## src/hdl/rbvc_pkg.sv

```systemverilog
package rbvc_pkg;

    // Geometry of the bitmap and the colour table
    localparam int BITMAP_COLUMNS_DEF = 224;
    localparam int LINE_PIXELS        = 256;
    localparam int COLUMN_BYTES       = LINE_PIXELS / 8;
    localparam int TABLE_ENTRIES      = 1024;
    localparam int TABLE_BASE         = 128;
    localparam int QUEUE_DEPTH        = 4;

    // Field widths
    localparam int POS_W     = $clog2(LINE_PIXELS);
    localparam int CBYTE_W   = $clog2(COLUMN_BYTES);
    localparam int BIT_W     = 3;
    localparam int TABLE_AW  = $clog2(TABLE_ENTRIES);
    localparam int COLOUR_W  = 3;
    localparam int REQ_W     = 2;
    localparam int ADDR_W    = 13;
    localparam int DATA_W    = 8;
    localparam int PIX_W     = 16;
    localparam int CFG_IDX_W = 2;
    localparam int CFG_DAT_W = 2;

    // Slave tdata layout, lowest bit first
    localparam int ROW_LSB   = 0;
    localparam int COL_LSB   = ROW_LSB + POS_W;
    localparam int WIN_LSB   = COL_LSB + POS_W;
    localparam int ADDR_LSB  = WIN_LSB + 1;
    localparam int WDATA_LSB = ADDR_LSB + ADDR_W;
    localparam int S_FIELDS_W = WDATA_LSB + DATA_W;
    localparam int S_TDATA_W  = ((S_FIELDS_W + 7) / 8) * 8;

    // Request kinds carried on s_tuser
    localparam logic [REQ_W-1:0] REQ_RENDER   = 2'd0;
    localparam logic [REQ_W-1:0] REQ_VRAM_WR  = 2'd1;
    localparam logic [REQ_W-1:0] REQ_TABLE_WR = 2'd2;

    // Configuration register indexes
    localparam logic [CFG_IDX_W-1:0] CFG_ROTATION  = 2'd0;
    localparam logic [CFG_IDX_W-1:0] CFG_MIRROR    = 2'd1;
    localparam logic [CFG_IDX_W-1:0] CFG_FORCE_RED = 2'd2;

    localparam logic [PIX_W-1:0] PIX_BLACK = 16'h0000;
    localparam logic [PIX_W-1:0] PIX_RED   = 16'hF800;

    typedef enum logic [1:0] {
        ROT_LANDSCAPE = 2'd0,
        ROT_CCW90     = 2'd1,
        ROT_180       = 2'd2,
        ROT_CW90      = 2'd3
    } rbvc_rot_t;

    typedef enum logic [1:0] {
        OP_RENDER   = 2'd0,
        OP_VRAM_WR  = 2'd1,
        OP_TABLE_WR = 2'd2
    } rbvc_op_t;

    // One queued command from the front to the back
    typedef struct packed {
        rbvc_op_t              op;
        logic [POS_W-1:0]      col;
        logic [CBYTE_W-1:0]    cbyte;
        logic [BIT_W-1:0]      bit_sel;
        logic [TABLE_AW-1:0]   table_addr;
        logic [DATA_W-1:0]     wdata;
        logic                  black;
        logic                  red;
    } rbvc_cmd_t;

    // 3-bit palette index to RGB565: bit 0 red, bit 1 blue, bit 2 green
    function automatic logic [PIX_W-1:0] pal565(input logic [COLOUR_W-1:0] idx);
        logic [PIX_W-1:0] pix;
        case (idx)
            3'd0:    pix = 16'h0000;
            3'd1:    pix = 16'hF800;
            3'd2:    pix = 16'h001F;
            3'd3:    pix = 16'hF81F;
            3'd4:    pix = 16'h07E0;
            3'd5:    pix = 16'hFFE0;
            3'd6:    pix = 16'h07FF;
            default: pix = 16'hFFFF;
        endcase
        return pix;
    endfunction

endpackage

```

## src/hdl/rbvc_front.sv

```systemverilog
module rbvc_front
    import rbvc_pkg::*;
#(
    parameter int BITMAP_COLUMNS = BITMAP_COLUMNS_DEF
) (
    input  logic                  aclk,
    input  logic                  aresetn,
    input  logic                  cfg_wr_en,
    input  logic [CFG_IDX_W-1:0]  cfg_index,
    input  logic [CFG_DAT_W-1:0]  cfg_wr_data,
    input  logic                  s_tvalid,
    output logic                  s_tready,
    input  logic [S_TDATA_W-1:0]  s_tdata,
    input  logic [REQ_W-1:0]      s_tuser,
    input  logic                  queue_full,
    input  logic                  clearing,
    output logic                  push,
    output rbvc_cmd_t             cmd
);

    localparam int VRAM_BYTES = BITMAP_COLUMNS * COLUMN_BYTES;
    localparam logic [POS_W-1:0] COL_LAST = POS_W'(BITMAP_COLUMNS - 1);

    rbvc_rot_t rotation_reg, rotation_next;
    logic      mirror_reg, mirror_next;
    logic      force_red_reg, force_red_next;

    logic [POS_W-1:0]  row_pos, col_pos;
    logic              in_window;
    logic [ADDR_W-1:0] address;
    logic [DATA_W-1:0] write_data;

    logic [POS_W-1:0] line_c, sel, dx;
    logic             flip, in_range, keep;

    assign row_pos    = s_tdata[ROW_LSB +: POS_W];
    assign col_pos    = s_tdata[COL_LSB +: POS_W];
    assign in_window  = s_tdata[WIN_LSB];
    assign address    = s_tdata[ADDR_LSB +: ADDR_W];
    assign write_data = s_tdata[WDATA_LSB +: DATA_W];

    // Configuration registers
    always_comb begin
        rotation_next  = rotation_reg;
        mirror_next    = mirror_reg;
        force_red_next = force_red_reg;
        if (cfg_wr_en) begin
            case (cfg_index)
                CFG_ROTATION:  rotation_next  = rbvc_rot_t'(cfg_wr_data[1:0]);
                CFG_MIRROR:    mirror_next    = cfg_wr_data[0];
                CFG_FORCE_RED: force_red_next = cfg_wr_data[0];
                default: ;
            endcase
        end
    end

    always_ff @(posedge aclk) begin
        if (!aresetn) begin
            rotation_reg  <= ROT_LANDSCAPE;
            mirror_reg    <= 1'b0;
            force_red_reg <= 1'b0;
        end else begin
            rotation_reg  <= rotation_next;
            mirror_reg    <= mirror_next;
            force_red_reg <= force_red_next;
        end
    end

    // Map source positions to bitmap line and column
    always_comb begin
        unique case (rotation_reg)
            ROT_LANDSCAPE: begin
                line_c = ~row_pos;
                sel    = col_pos;
                flip   = mirror_reg;
            end
            ROT_CCW90: begin
                line_c = col_pos;
                sel    = row_pos;
                flip   = mirror_reg;
            end
            ROT_180: begin
                line_c = row_pos;
                sel    = col_pos;
                flip   = !mirror_reg;
            end
            default: begin
                line_c = ~col_pos;
                sel    = row_pos;
                flip   = !mirror_reg;
            end
        endcase
    end

    assign in_range = {1'b0, sel} < (POS_W + 1)'(BITMAP_COLUMNS);
    assign dx       = flip ? COL_LAST - sel : sel;

    // Classify the beat and build its command
    always_comb begin
        cmd  = '0;
        keep = 1'b0;
        case (s_tuser)
            REQ_RENDER: begin
                keep           = 1'b1;
                cmd.op         = OP_RENDER;
                cmd.black      = !in_window || !in_range;
                cmd.red        = force_red_reg;
                cmd.col        = in_range ? dx : '0;
                cmd.cbyte      = line_c[POS_W-1 -: CBYTE_W];
                cmd.bit_sel    = line_c[BIT_W-1:0];
                cmd.table_addr = TABLE_AW'(TABLE_BASE)
                               + {dx[POS_W-1 -: (TABLE_AW - CBYTE_W)],
                                  line_c[POS_W-1 -: CBYTE_W]};
            end
            REQ_VRAM_WR: begin
                keep      = {1'b0, address} < (ADDR_W + 1)'(VRAM_BYTES);
                cmd.op    = OP_VRAM_WR;
                cmd.col   = address[ADDR_W-1 -: POS_W];
                cmd.cbyte = address[CBYTE_W-1:0];
                cmd.wdata = write_data;
            end
            REQ_TABLE_WR: begin
                keep           = address < ADDR_W'(TABLE_ENTRIES);
                cmd.op         = OP_TABLE_WR;
                cmd.table_addr = address[TABLE_AW-1:0];
                cmd.wdata      = write_data;
            end
            default: ;
        endcase
    end

    assign s_tready = !queue_full && !clearing;
    assign push     = s_tvalid && s_tready && keep;

endmodule

```

## config.mk

```make
export PLATFORM = sky130hd
export DESIGN_NAME = rbvc_front
export DESIGN_NICKNAME = d
export VERILOG_FILES = /design/src/hdl/rbvc_pkg.sv /design/src/hdl/rbvc_front.sv
export SDC_FILE = /design/constraint.sdc
export NUM_CORES = 1
export LEC_CHECK = 0
export ABC_CLOCK_PERIOD_IN_PS = 2170
export BUFFER_PORTS_ARGS = -buffer_cell sky130_fd_sc_hd__buf_2
export CORE_ASPECT_RATIO = 1.2
export CORE_MARGIN = 2
export CORE_UTILIZATION = 34
export CTS_CLUSTER_DIAMETER = 200
export CTS_CLUSTER_SIZE = 28
export DETAILED_ROUTE_END_ITERATION = 16
export GPL_ROUTABILITY_DRIVEN = 0
export GPL_TIMING_DRIVEN = 0
export HOLD_SLACK_MARGIN = 0.06
export PLACE_DENSITY_LB_ADDON = 0.3
export SLEW_MARGIN = 10
export SYNTH_ARGS = -nofsm -noshare
export SYNTH_HDL_FRONTEND = slang
export SYNTH_SLANG_ARGS = --single-unit
```

## constraint.sdc

```tcl
create_clock -name aclk -period 2.17 [get_ports aclk]
set_input_delay 0.217 -clock aclk [delete_from_list [all_inputs] [get_ports aclk]]
set_output_delay 0.217 -clock aclk [all_outputs]
set_load 0.03 [all_outputs]
```

==> impl_results.md <==
* Drt drc at 0
* Total power draw at 0.000601 W
* MaxCap Viol Count at 0
* Clk slew on worst S/H paths at about 0.040 ns
* Crit end category: output pin
* Mapped cell area at 1000 sq um
* CTS tree: yes
* Final setup fails at 2
* CTS Hold Bufs at 0
* Relative slew slack at about two thirds
* Slew Limit Fails at 0
* Area delta synth->final at 65.9%
* I/O pins at between 90 and 100
* Final worst slack at -0.167 ns
* CTS buffer count at 3
* RSZ-0062 raised after global routing: yes
* Crit path cell chain: buf_6 > mux2i_4 > inv_2 > ha_4 > a21oi_4 > ha_4 > xnor3_1 > a22o_4 > buf_6
* Syn avg cell area at around 7 sq um
* Critical path required time at ~2 ns
* Post-DP HPWL at 2.71 mm
* Htree depth at 1
* Failing checks: negative setup slack
* Reg area at roughly 81 sq um
* Global-route wire length before repair at around 5 mm
* Post-synth top area share at 11.0%
* Placed instance count at 268
* Peak VDD IR at between 0.2 and 0.3 mV
* Fillcell total at 296
* Routed WL at ~3.2 mm
* CTS max path bufs at 2
* Largest register FFs at 2
* Hold_ws at roughly 0.23 ns
* Post-synthesis net count at roughly 200
* Sink Count at 4
* Util after Layout at between 50 and 60%
* Min-Delay Path Class: input pin to register
* Most common cell in the netlist: nand2_1
* PortBufs at 89
* Warnings, synthesis at 0
* Mapped Cells at between 100 and 150
* Min Tclk post-route at about 2.3 ns
* # rows at 21
* Remaining Overflow, GRT at 0
* # nets final at between 300 and 400
* Cell area power density at approximately 360 nW/um^2
* Area of the die at roughly 3400 sq um
* Initial Utilization at 35.6%
* Final Hold Fails at 0
* Period utilisation layout at 108%
* Top post-synthesis cells by area: mux2i_1 (11%), nand2_1 (9.7%), xnor2_1 (9.6%)
* Clk_lat worst skew at around 0.23 ns
* Crit-path max FO at 6
* Status: finished with violations
* Final non-filler cell total at around 280
* Measured slew at the worst slew-check pin at approximately 0.51 ns
* Fmax at about 430 MHz
* FFs w/ async S/R, synth at 0%
* Leak Pwr at just under 0.9 nW
* Footprint of the multi-input gates at 941 sq um
* Post-synthesis sequential area ratio at under 10%
* Core footprint at 2810 sq um
* Die Ht at ~63 um
* Number of global-route vias before repair at between 1k and 1.5k
* Initial antenna violation count at 0
* Diode count at 0
* Worst path slowest cell: dfxtp_2
* Crit path DAT at ~2.1 ns
* Max incr delay on CP at around 0.31 ns
* Commonest register cell after synthesis: dfxtp_1
* Seq cells post-synth at 4
* Critical path class: register to output pin
* Antenna viol nets, final at 0
* Layout cells sized above 1 at 47.3%
* Via-to-Cell Ratio at just under 5
* Starting DRT DRC Count at 11
* Clock Skews at 0 ns
* CTS root buffer: clkbuf_4
* Distinct cells, synth at 30
* Pre-Repair DR Iteration Count at 4
* EDFF count, synth at 0
* Synth cell count leaders: nand2_1 (26), a21oi_1 (12), and2_1 (12), mux2i_1 (11), xnor2_1 (11)
* Die W at roughly 54 um
* Via count at 1,367
* Pin count of the biggest net entering global routing at 11
* Area leader, netlist: mux2i_1
* Overall Global Routing Usage at a little under a fifth
* Wire per inst at approximately 12 um
* CP Launch Type: register
cells by family after synthesis:
logic type	count (synthesis)	share of synthesized area, %
simple gates	64	32.1
compound gates	32	20.1
xor+xnor	15	15.2
buf+inv	12	4.99
mux	12	12.1
fa+ha+maj	6	7.49
flops	4	7.99
routing by layer:
metal  up-vias  share of wire (%)  track usage (%)
met1       624                 42             22.2
li1        697                  -                -
met2        46                 51             34.4
met5         -                  0                0
met4         0                  0             6.09
met3         0                6.8             1.66
power by group:
part / total [W] / leakage [nW] / internal, W / switching (W)
Sequential: 0.0000794 / 0.0330 / 0.0000766 / 0.00000281
Clock: 0.0000910 / 0.0138 / 0.0000618 / 0.0000292
Combinational: 0.000431 / 0.841 / 0.000180 / 0.000250
cell usage in the layout, fill, tap and decap left out, drive strengths merged, types with 6 or more instances in the layout:
cell,count
o21ai,9
xnor2,12
mux2i,11
ha,6
a22o,9
nor2,11
and2,12
nand2,26
a21oi,12
buf,100
clkbuf,6
worst paths after layout:
check,start,end,slack (ns),depth (start not counted)
max,rotation_reg[0]$_SDFFE_PN0P_,cmd[19],-0.17,9
min,aresetn,rotation_reg[1]$_SDFFE_PN0P_,0.23,2
max reg2reg,rotation_reg[0]$_SDFFE_PN0P_,rotation_reg[0]$_SDFFE_PN0P_,1.09,5
min reg2reg,force_red_reg$_SDFFE_PN0P_,force_red_reg$_SDFFE_PN0P_,0.54,2
worst max-delay path: cells and delay by family (launching register included):
family	cells	cell delay (ns)
xor gates and xnor gates	1	0.22
buffers and inverters	3	0.33
DFF	1	0.31
adders and majority gates	2	0.40
AOI/OAI and AO/OA	2	0.39
muxes	1	0.24
cell type report:
type / instances / area share, %
Sequential cell: 4 / 4.89
Multi-Input combinational cell: 129 / 56.6
Clock buffer: 3 / 1.35
Buffer: 8 / 2.48
Timing Repair Buffer: 95 / 31.2
Tap cell: 34 / 2.56
Inverter: 4 / 0.903
through the flow:
step | TNS, ns | cell area (sq um) | setup WS (ns)
2_1_floorplan | 0 | 1020 | 0.0803
3_3_place_gp | -0.132 | 1510 | -0.132
3_5_place_dp | -0.152 | 1510 | -0.152
4_1_cts | -0.189 | 1650 | -0.175
5_1_grt | -0.455 | 1660 | -0.243
6_report | -0.291 | 1660 | -0.167
timing repair:
item / 4_1_cts / 5_1_grt
endpoints found under the setup margin: 2 / 4
gates resized for setup: 15 / 3
setup buffers: 5 / 2
pin swaps: 5 / 1
No activity file was read; power rests on OpenSTA's default activity.
