==> src/hdl/rbvc_pkg.sv <==
package rbvc_pkg;

    // Geometry of the bitmap and the colour table
    localparam int BITMAP_COLUMNS_DEF = 224;
    localparam int LINE_PIXELS        = 256;
    localparam int COLUMN_BYTES       = LINE_PIXELS / 8;
    localparam int TABLE_ENTRIES      = 1024;
    localparam int TABLE_BASE         = 128;
    localparam int QUEUE_DEPTH        = 4;

    // Field widths
    localparam int POS_W     = $clog2(LINE_PIXELS);
    localparam int CBYTE_W   = $clog2(COLUMN_BYTES);
    localparam int BIT_W     = 3;
    localparam int TABLE_AW  = $clog2(TABLE_ENTRIES);
    localparam int COLOUR_W  = 3;
    localparam int REQ_W     = 2;
    localparam int ADDR_W    = 13;
    localparam int DATA_W    = 8;
    localparam int PIX_W     = 16;
    localparam int CFG_IDX_W = 2;
    localparam int CFG_DAT_W = 2;

    // Slave tdata layout, lowest bit first
    localparam int ROW_LSB   = 0;
    localparam int COL_LSB   = ROW_LSB + POS_W;
    localparam int WIN_LSB   = COL_LSB + POS_W;
    localparam int ADDR_LSB  = WIN_LSB + 1;
    localparam int WDATA_LSB = ADDR_LSB + ADDR_W;
    localparam int S_FIELDS_W = WDATA_LSB + DATA_W;
    localparam int S_TDATA_W  = ((S_FIELDS_W + 7) / 8) * 8;

    // Request kinds carried on s_tuser
    localparam logic [REQ_W-1:0] REQ_RENDER   = 2'd0;
    localparam logic [REQ_W-1:0] REQ_VRAM_WR  = 2'd1;
    localparam logic [REQ_W-1:0] REQ_TABLE_WR = 2'd2;

    // Configuration register indexes
    localparam logic [CFG_IDX_W-1:0] CFG_ROTATION  = 2'd0;
    localparam logic [CFG_IDX_W-1:0] CFG_MIRROR    = 2'd1;
    localparam logic [CFG_IDX_W-1:0] CFG_FORCE_RED = 2'd2;

    localparam logic [PIX_W-1:0] PIX_BLACK = 16'h0000;
    localparam logic [PIX_W-1:0] PIX_RED   = 16'hF800;

    typedef enum logic [1:0] {
        ROT_LANDSCAPE = 2'd0,
        ROT_CCW90     = 2'd1,
        ROT_180       = 2'd2,
        ROT_CW90      = 2'd3
    } rbvc_rot_t;

    typedef enum logic [1:0] {
        OP_RENDER   = 2'd0,
        OP_VRAM_WR  = 2'd1,
        OP_TABLE_WR = 2'd2
    } rbvc_op_t;

    // One queued command from the front to the back
    typedef struct packed {
        rbvc_op_t              op;
        logic [POS_W-1:0]      col;
        logic [CBYTE_W-1:0]    cbyte;
        logic [BIT_W-1:0]      bit_sel;
        logic [TABLE_AW-1:0]   table_addr;
        logic [DATA_W-1:0]     wdata;
        logic                  black;
        logic                  red;
    } rbvc_cmd_t;

    // 3-bit palette index to RGB565: bit 0 red, bit 1 blue, bit 2 green
    function automatic logic [PIX_W-1:0] pal565(input logic [COLOUR_W-1:0] idx);
        logic [PIX_W-1:0] pix;
        case (idx)
            3'd0:    pix = 16'h0000;
            3'd1:    pix = 16'hF800;
            3'd2:    pix = 16'h001F;
            3'd3:    pix = 16'hF81F;
            3'd4:    pix = 16'h07E0;
            3'd5:    pix = 16'hFFE0;
            3'd6:    pix = 16'h07FF;
            default: pix = 16'hFFFF;
        endcase
        return pix;
    endfunction

endpackage

==> src/hdl/rbvc_queue.sv <==
module rbvc_queue
    import rbvc_pkg::*;
(
    input  logic      aclk,
    input  logic      aresetn,
    input  logic      push,
    input  rbvc_cmd_t push_cmd,
    input  logic      pop,
    output logic      q_valid,
    output logic      q_full,
    output rbvc_cmd_t head_cmd
);

    localparam int PTR_W = $clog2(QUEUE_DEPTH);

    rbvc_cmd_t          entry_reg [QUEUE_DEPTH];
    logic [PTR_W:0]     wr_ptr_reg, wr_ptr_next;
    logic [PTR_W:0]     rd_ptr_reg, rd_ptr_next;

    assign q_valid  = wr_ptr_reg != rd_ptr_reg;
    assign q_full   = (wr_ptr_reg[PTR_W] != rd_ptr_reg[PTR_W])
                   && (wr_ptr_reg[PTR_W-1:0] == rd_ptr_reg[PTR_W-1:0]);
    assign head_cmd = entry_reg[rd_ptr_reg[PTR_W-1:0]];

    assign wr_ptr_next = push ? wr_ptr_reg + 1'b1 : wr_ptr_reg;
    assign rd_ptr_next = pop  ? rd_ptr_reg + 1'b1 : rd_ptr_reg;

    always_ff @(posedge aclk) begin
        if (push) begin
            entry_reg[wr_ptr_reg[PTR_W-1:0]] <= push_cmd;
        end
    end

    always_ff @(posedge aclk) begin
        if (!aresetn) begin
            wr_ptr_reg <= '0;
            rd_ptr_reg <= '0;
        end else begin
            wr_ptr_reg <= wr_ptr_next;
            rd_ptr_reg <= rd_ptr_next;
        end
    end

    a_no_push_full: assert property (@(posedge aclk) disable iff (!aresetn)
        push |-> !q_full)
        else $error("queue pushed while full");

    a_no_pop_empty: assert property (@(posedge aclk) disable iff (!aresetn)
        pop |-> q_valid)
        else $error("queue popped while empty");

endmodule

==> config.mk <==
export PLATFORM = sky130hd
export DESIGN_NAME = rbvc_queue
export DESIGN_NICKNAME = d
export VERILOG_FILES = /design/src/hdl/rbvc_pkg.sv /design/src/hdl/rbvc_queue.sv
export SDC_FILE = /design/constraint.sdc
export NUM_CORES = 1
export LEC_CHECK = 0
export BUFFER_PORTS_ARGS = -buffer_cell sky130_fd_sc_hd__buf_2
export CAP_MARGIN = 15
export CORE_ASPECT_RATIO = 0.9
export CORE_MARGIN = 8
export CORE_UTILIZATION = 45
export CTS_CLUSTER_DIAMETER = 50
export DETAILED_ROUTE_END_ITERATION = 8
export PLACE_DENSITY = 0.65
export SLEW_MARGIN = 20
export SYNTH_ARGS = -nofsm -noshare
export SYNTH_HDL_FRONTEND = slang
export SYNTH_SLANG_ARGS = --single-unit
==> constraint.sdc <==
create_clock -name aclk -period 2.95 [get_ports aclk]
set_input_delay 0.1475 -clock aclk [delete_from_list [all_inputs] [get_ports aclk]]
set_output_delay 0.1475 -clock aclk [all_outputs]
set_load 0.1 [all_outputs]
==> flow_summary.ini, run 1 <==
[floorplanning]
die_area_um2 = 17000
initial_core_util = 0.463
core_area_um2 = 12700
fp.dieW_um = 137
pin_count = 82
fp.dieH_um = 125
core.rowCount = 39

[global_route]
globalRouteOverflowTotal = 0
grt_max_degree = 30
grt_first_pass_wirelength_um = 17300
via_count_of_the_first_global_routing_pass = 3105
grt_antenna_before_repair = 0
track_usage = 0.138

[clock_network]
clock_sinks = 160
cts_buffers = 17
ctsRootBufferMaster = sky130_fd_sc_hd__clkbuf_16
tritoncts_clock_tree = done
ctsLongestPathBuffers = 2
clock_insertion_delay_worst_skew_ns = 0.42
count_of_instances_resized_after_the_clock_tree_is_built = 0
clk_pin_slew_worst_paths_ns = 0.06
htree_num_levels = 4

[timing]
slew_headroom = 0.534
setup_tns_ns = 0
rsz_0062_raised_after_global_routing = false
number_of_pins_exceeding_their_max_slew_limit_in_the_final_report = 0
worst_pin_slew_ns = 0.699
timing.final.crit_period_ns = 2.27
fin_worst_skew_ns = 0.00852
timing.final.crit_share = 0.769
final_hold_viol_count = 0
achievable-frequency_mhz = 441
number_of_endpoints_failing_setup_at_the_final_stage = 0

[detailed_routing]
remaining_drc_errors = 0
final_routed_wirelength_um = 11200
drtIter0Drc = 176
drtPass1Iterations = 4
avgRoutedWirePerCell_um = 20.1
drtAntennaViolNets = 0
dr_total_vias = 2848
detail_route.vias_per_cell = 5.12

[placement]
buffer_ports.inserted = 81
detailed_place.area_um2 = 6530
place.detailed.instances = 486
post_dp_hpwl_um = 7120
routabilityCongestion = 0.719

[final_layout]
post-route-cell-area_um2 = 7470
area_growth_pct = 26.6
largest_reg_flops = 152
antenna_cells = 0
layout-drive-gt1-share = 0.418
final_net_count = 426
final_cells = 556

[critical_path]
crit_end = head_cmd[19]
worstPathArrival_ns = 2.12
critPathCaptureType = output pin
rr_worst_depth = 3
rr_startpoint = wr_ptr_reg[0]
crit-reg2reg-capture = entry_reg[3][4]
worst_ep_required_time_ns = 2.80
reg2reg_slack_ns = 1.07
kind_of_launch_point_of_the_worst_setup_path = flip-flop
worst_setup_path_type = reg -> out
timing.critical_path.fanout_max = 10

[synthesis]
synthesis.instances = 239
commonest_cells_post_synth = sky130_fd_sc_hd__edfxtp_1 (152), sky130_fd_sc_hd__mux4_2 (38), sky130_fd_sc_hd__dfxtp_1 (8)
synth-edff-count = 152
synthesis.area_um2 = 5900
synthesis.yosys.warnings = 0
postSynth.asyncResetShare = 0
ys_seq_elements = 160
netlist_top_cells_area = sky130_fd_sc_hd__edfxtp_1 (77%), sky130_fd_sc_hd__mux4_2 (15%), sky130_fd_sc_hd__dfxtp_1 (2.7%)
syn-mean-instance-area_um2 = 24.7
synth_fp_nets = 286
post-synth-top-count-cell = sky130_fd_sc_hd__edfxtp_1
yosysTopAreaCellShare = 0.773
synth.distinct_cells = 19
yosys_most_used_dff = sky130_fd_sc_hd__edfxtp_1
synth_largest_area_cell = sky130_fd_sc_hd__edfxtp_1
synth_seq_area_share = 0.801

[power]
max-vdd-ir-drop_uv = 375
power.density_cell_area_nw_per_um2 = 777
static_leakage_nw = 2.59

[min_path]
holdCritPathClass = in -> reg

[run_status]
status = finished clean

[flow_run]
timing.max_cap.violations = 0
kinds of logic (layout without fill, tap and decap cells):
logic type,Yosys count,count (layout),synth area share
mux,40,40,0.148
flops,160,160,0.801
fa+ha+maj,5,5,0.0106
buf+inv,12,165,0.0157
compound gates,4,4,0.00509
simple gates,13,13,0.0123
xor+xnor,5,5,0.00742
power by group:
group	switching, mW	internal, mW
clock	0.820	1.24
sequential	0.0430	2.60
combinational	0.845	0.258
cell type report:
class                      count  area [µm²]
timing repair buffer         130         881
clock buffer                  21         440
sequential                   160        4730
inverter                       3        11.3
multi-input combinational     67        1090
clock inverter                11         115
tap                          164         205
fill                         914        5270
worst min-delay path by stage:
stage,from,end,slack (ns),depth (start not counted)
3_3_place_gp,push_cmd[14],entry_reg[2][14],0.36,1
4_1_cts,pop,rd_ptr_reg[2],0.04,3
3_5_place_dp,push_cmd[6],entry_reg[2][6],0.37,1
2_1_floorplan,push_cmd[0],entry_reg[0][0],0.25,0
5_1_grt,pop,rd_ptr_reg[2],0.06,3
6_report,pop,rd_ptr_reg[2],0.07,3
per-layer routing:
layer | track usage | share of wire | vias to the layer above
met5 | 0 | 0 | -
met4 | 0.0426 | 0.011 | 0
met3 | 0.0593 | 0.078 | 13
met2 | 0.208 | 0.48 | 99
met1 | 0.175 | 0.44 | 1451
li1 | - | - | 1285
stage by stage:
step / hold WS, ns / setup slack, ns / utilization / power (mW)
2_1_floorplan: 0.246 / 1.01 / - / 3.57
3_3_place_gp: 0.363 / 1.05 / 0.513 / 3.76
3_5_place_dp: 0.366 / 1.04 / 0.513 / 3.77
4_1_cts: 0.0436 / 0.611 / 0.587 / 5.87
5_1_grt: 0.0572 / 0.524 / 0.587 / 5.99
6_report: 0.0676 / 0.681 / 0.587 / 5.81
critical path, stage by stage (launching register included):
cell and delay (ns):
sky130_fd_sc_hd__dfxtp_2 0.53, sky130_fd_sc_hd__buf_4 0.31, sky130_fd_sc_hd__mux4_2 0.54, sky130_fd_sc_hd__buf_2 0.31
cell usage in the layout, fill, tap and decap left out, types with 3 or more instances in the layout:
cell type / instances
sky130_fd_sc_hd__and2_2: 4
sky130_fd_sc_hd__buf_2: 81
sky130_fd_sc_hd__buf_4: 10
sky130_fd_sc_hd__clkbuf_1: 4
sky130_fd_sc_hd__clkbuf_16: 17
sky130_fd_sc_hd__clkinv_2: 3
sky130_fd_sc_hd__dfxtp_1: 6
sky130_fd_sc_hd__dlygate4sd3_1: 38
sky130_fd_sc_hd__edfxtp_1: 152
sky130_fd_sc_hd__ha_1: 5
sky130_fd_sc_hd__inv_1: 3
sky130_fd_sc_hd__mux4_2: 38
sky130_fd_sc_hd__nor2_1: 5
sky130_fd_sc_hd__xnor2_1: 5
repair_timing:
action / in CTS / in global routing
endpoints found under the setup margin: 0 / 0
buffers inserted: 0 / 0
hold endpoints to repair: 152 / 0
hold buffers: 38 / 0
Note: power is estimated with default switching activity, not from simulation.
==> inputs of run 2 (changes only) <==
- clock period: 2.95 -> 2.21 ns (I/O delays scaled with it)
==> run 2 against run 1 <==
  * Worst hold slack worse by 0.044 ns
  * Sequential share of layout area is 0.70 points lower
  * Non-clock buffer count stayed put
  * Critical path depth stayed put
  * Cell count stayed put
  * Clock power is 37% higher
  * Sequential cell count stayed put
  * Worst setup slack worse by 0.58 ns
  * Critical path type unchanged
==> flow_summary.ini, run 2 (same netlist as run 1, synthesis figures left out) <==
[timing]
achievable-frequency_mhz = 475
timing.final.crit_share = 0.953
final_hold_viol_count = 0
timing.final.crit_period_ns = 2.11
setup_tns_ns = 0
number_of_endpoints_failing_setup_at_the_final_stage = 0
rsz_0062_raised_after_global_routing = false
fin_worst_skew_ns = 0.00462
slew_headroom = 0.669
worst_pin_slew_ns = 0.500
number_of_pins_exceeding_their_max_slew_limit_in_the_final_report = 0

[final_layout]
area_growth_pct = 28.0
largest_reg_flops = 152
layout-drive-gt1-share = 0.434
antenna_cells = 0
commonest_non_fill_non_tap_cell_in_the_layout = sky130_fd_sc_hd__edfxtp_1
final_net_count = 426
fillers = 936
post-route-cell-area_um2 = 7550
most_frequent_cells_in_the_layout = sky130_fd_sc_hd__edfxtp_1 (152), sky130_fd_sc_hd__buf_2 (80), sky130_fd_sc_hd__mux4_2 (38), sky130_fd_sc_hd__dlygate4sd3_1 (38), sky130_fd_sc_hd__clkbuf_16 (17)

[power]
switching_power_summed_over_all_nets_mw = 2.32
static_leakage_nw = 2.63
proportion_of_power_drawn_by_the_clock_network = 0.360
combinationalPowerShare = 0.191
power.share.sequential = 0.449
netSwitchingFraction = 0.297
max-vdd-ir-drop_uv = 581
cell_internal_pwr_mw = 5.51
finalPower_mw = 7.83
power.density_cell_area_nw_per_um2 = 1040

[critical_path]
critPathCaptureType = output pin
worst_setup_path_type = reg -> out
worst_ep_required_time_ns = 2.10
critPathMaxStageDelay_ns = 0.57
timing.critical_path.fanout_max = 19
kind_of_launch_point_of_the_worst_setup_path = flip-flop
worstPathArrival_ns = 2.00
crit_chain = buf_4 > mux4_2 > buf_2
critPathSlowestCell = sky130_fd_sc_hd__mux4_2

[detailed_routing]
remaining_drc_errors = 0
drtPass1Iterations = 4
drtIter0Drc = 133
dr_total_vias = 2794
detail_route.vias_per_cell = 5.03
avgRoutedWirePerCell_um = 19.0
drtAntennaViolNets = 0
final_routed_wirelength_um = 10600

[global_route]
grt_max_degree = 32
globalRouteOverflowTotal = 0
grt_antenna_before_repair = 0
via_count_of_the_first_global_routing_pass = 3135
track_usage = 0.132
grt_first_pass_wirelength_um = 16700

[floorplanning]
pin_count = 82
core.rowCount = 39
fp.dieH_um = 125
fp.dieW_um = 137
core_area_um2 = 12700
initial_core_util = 0.463
die_area_um2 = 17000

[placement]
post_dp_hpwl_um = 6770
buffer_ports.inserted = 81
detailed_place.area_um2 = 6590
routabilityCongestion = 0.719

[clock_network]
tritoncts_clock_tree = done
post-cts-setup-buffers = 0
clk_pin_slew_worst_paths_ns = 0.06
clock_insertion_delay_worst_skew_ns = 0.41
clock_sinks = 160
htree_num_levels = 4
cts_buffers = 17
ctsRootBufferMaster = sky130_fd_sc_hd__clkbuf_16
ctsLongestPathBuffers = 2

[min_path]
holdCritPathClass = in -> reg

[flow_run]
timing.max_cap.violations = 0

[run_status]
status = finished clean
-- run 2: layer usage --
metal  wire length, µm  GRT usage
met4               120     0.0484
met5                 0          0
met1              4500      0.158
met3               774     0.0472
met2              5190      0.213
-- run 2: final timing paths --
check / startpoint / end / slack (ns) / cells after the start
min: aresetn / wr_ptr_reg[1] / 0.02 / 3
max: flip-flop / head_cmd[18] / 0.10 / 3
min reg2reg: rd_ptr_reg[2] / rd_ptr_reg[2] / 0.57 / 2
max reg2reg: wr_ptr_reg[0] / entry_reg[0][23] / 0.62 / 4
-- run 2: timing repair --
item	4_1_cts	5_1_grt
hold endpoints to repair	152	0
hold buffers	38	0
gates resized for setup	0	0
-- run 2: area by class of cell --
class,instances,area (µm²),share of cell area
flip-flops and latches,160,4730,0.626
inverters,3,11.3,0.00149
well taps,164,205,0.0272
clock buffers,17,425,0.0563
multi-input cells,67,1090,0.144
clock inverters,15,161,0.0214
repair buffers,130,933,0.124
-- run 2: per-stage QoR --
| stage | hold slack (ns) | setup WS (ns) | utilization | std cells |
|---|---|---|---|---|
| floorplan | 0.209 | 0.272 | - | 239 |
| global placement | 0.320 | 0.514 | 0.517 | 486 |
| detailed placement | 0.329 | 0.501 | 0.517 | 486 |
| CTS | 0.00282 | 0.0457 | 0.593 | 556 |
| global route | 0.0336 | 0.000468 | 0.593 | 556 |
| finish | 0.0235 | 0.104 | 0.593 | 556 |
-- run 2: worst max-delay path, delay by kind of cell, from the launching register on --
| kind | cells | cell delay (ns) |
|---|---|---|
| buffers and inverters | 2 | 0.67 |
| flip-flops | 1 | 0.34 |
| multiplexers | 1 | 0.57 |
-- run 2: power by group through the flow --
stage	sequential [mW]	combinational (mW)	clock, mW
2_1_floorplan	3.56	1.20	0
3_3_place_gp	3.57	1.46	0
3_5_place_dp	3.58	1.47	0
4_1_cts	3.52	1.52	2.89
5_1_grt	3.52	1.56	3.01
6_report	3.51	1.50	2.82
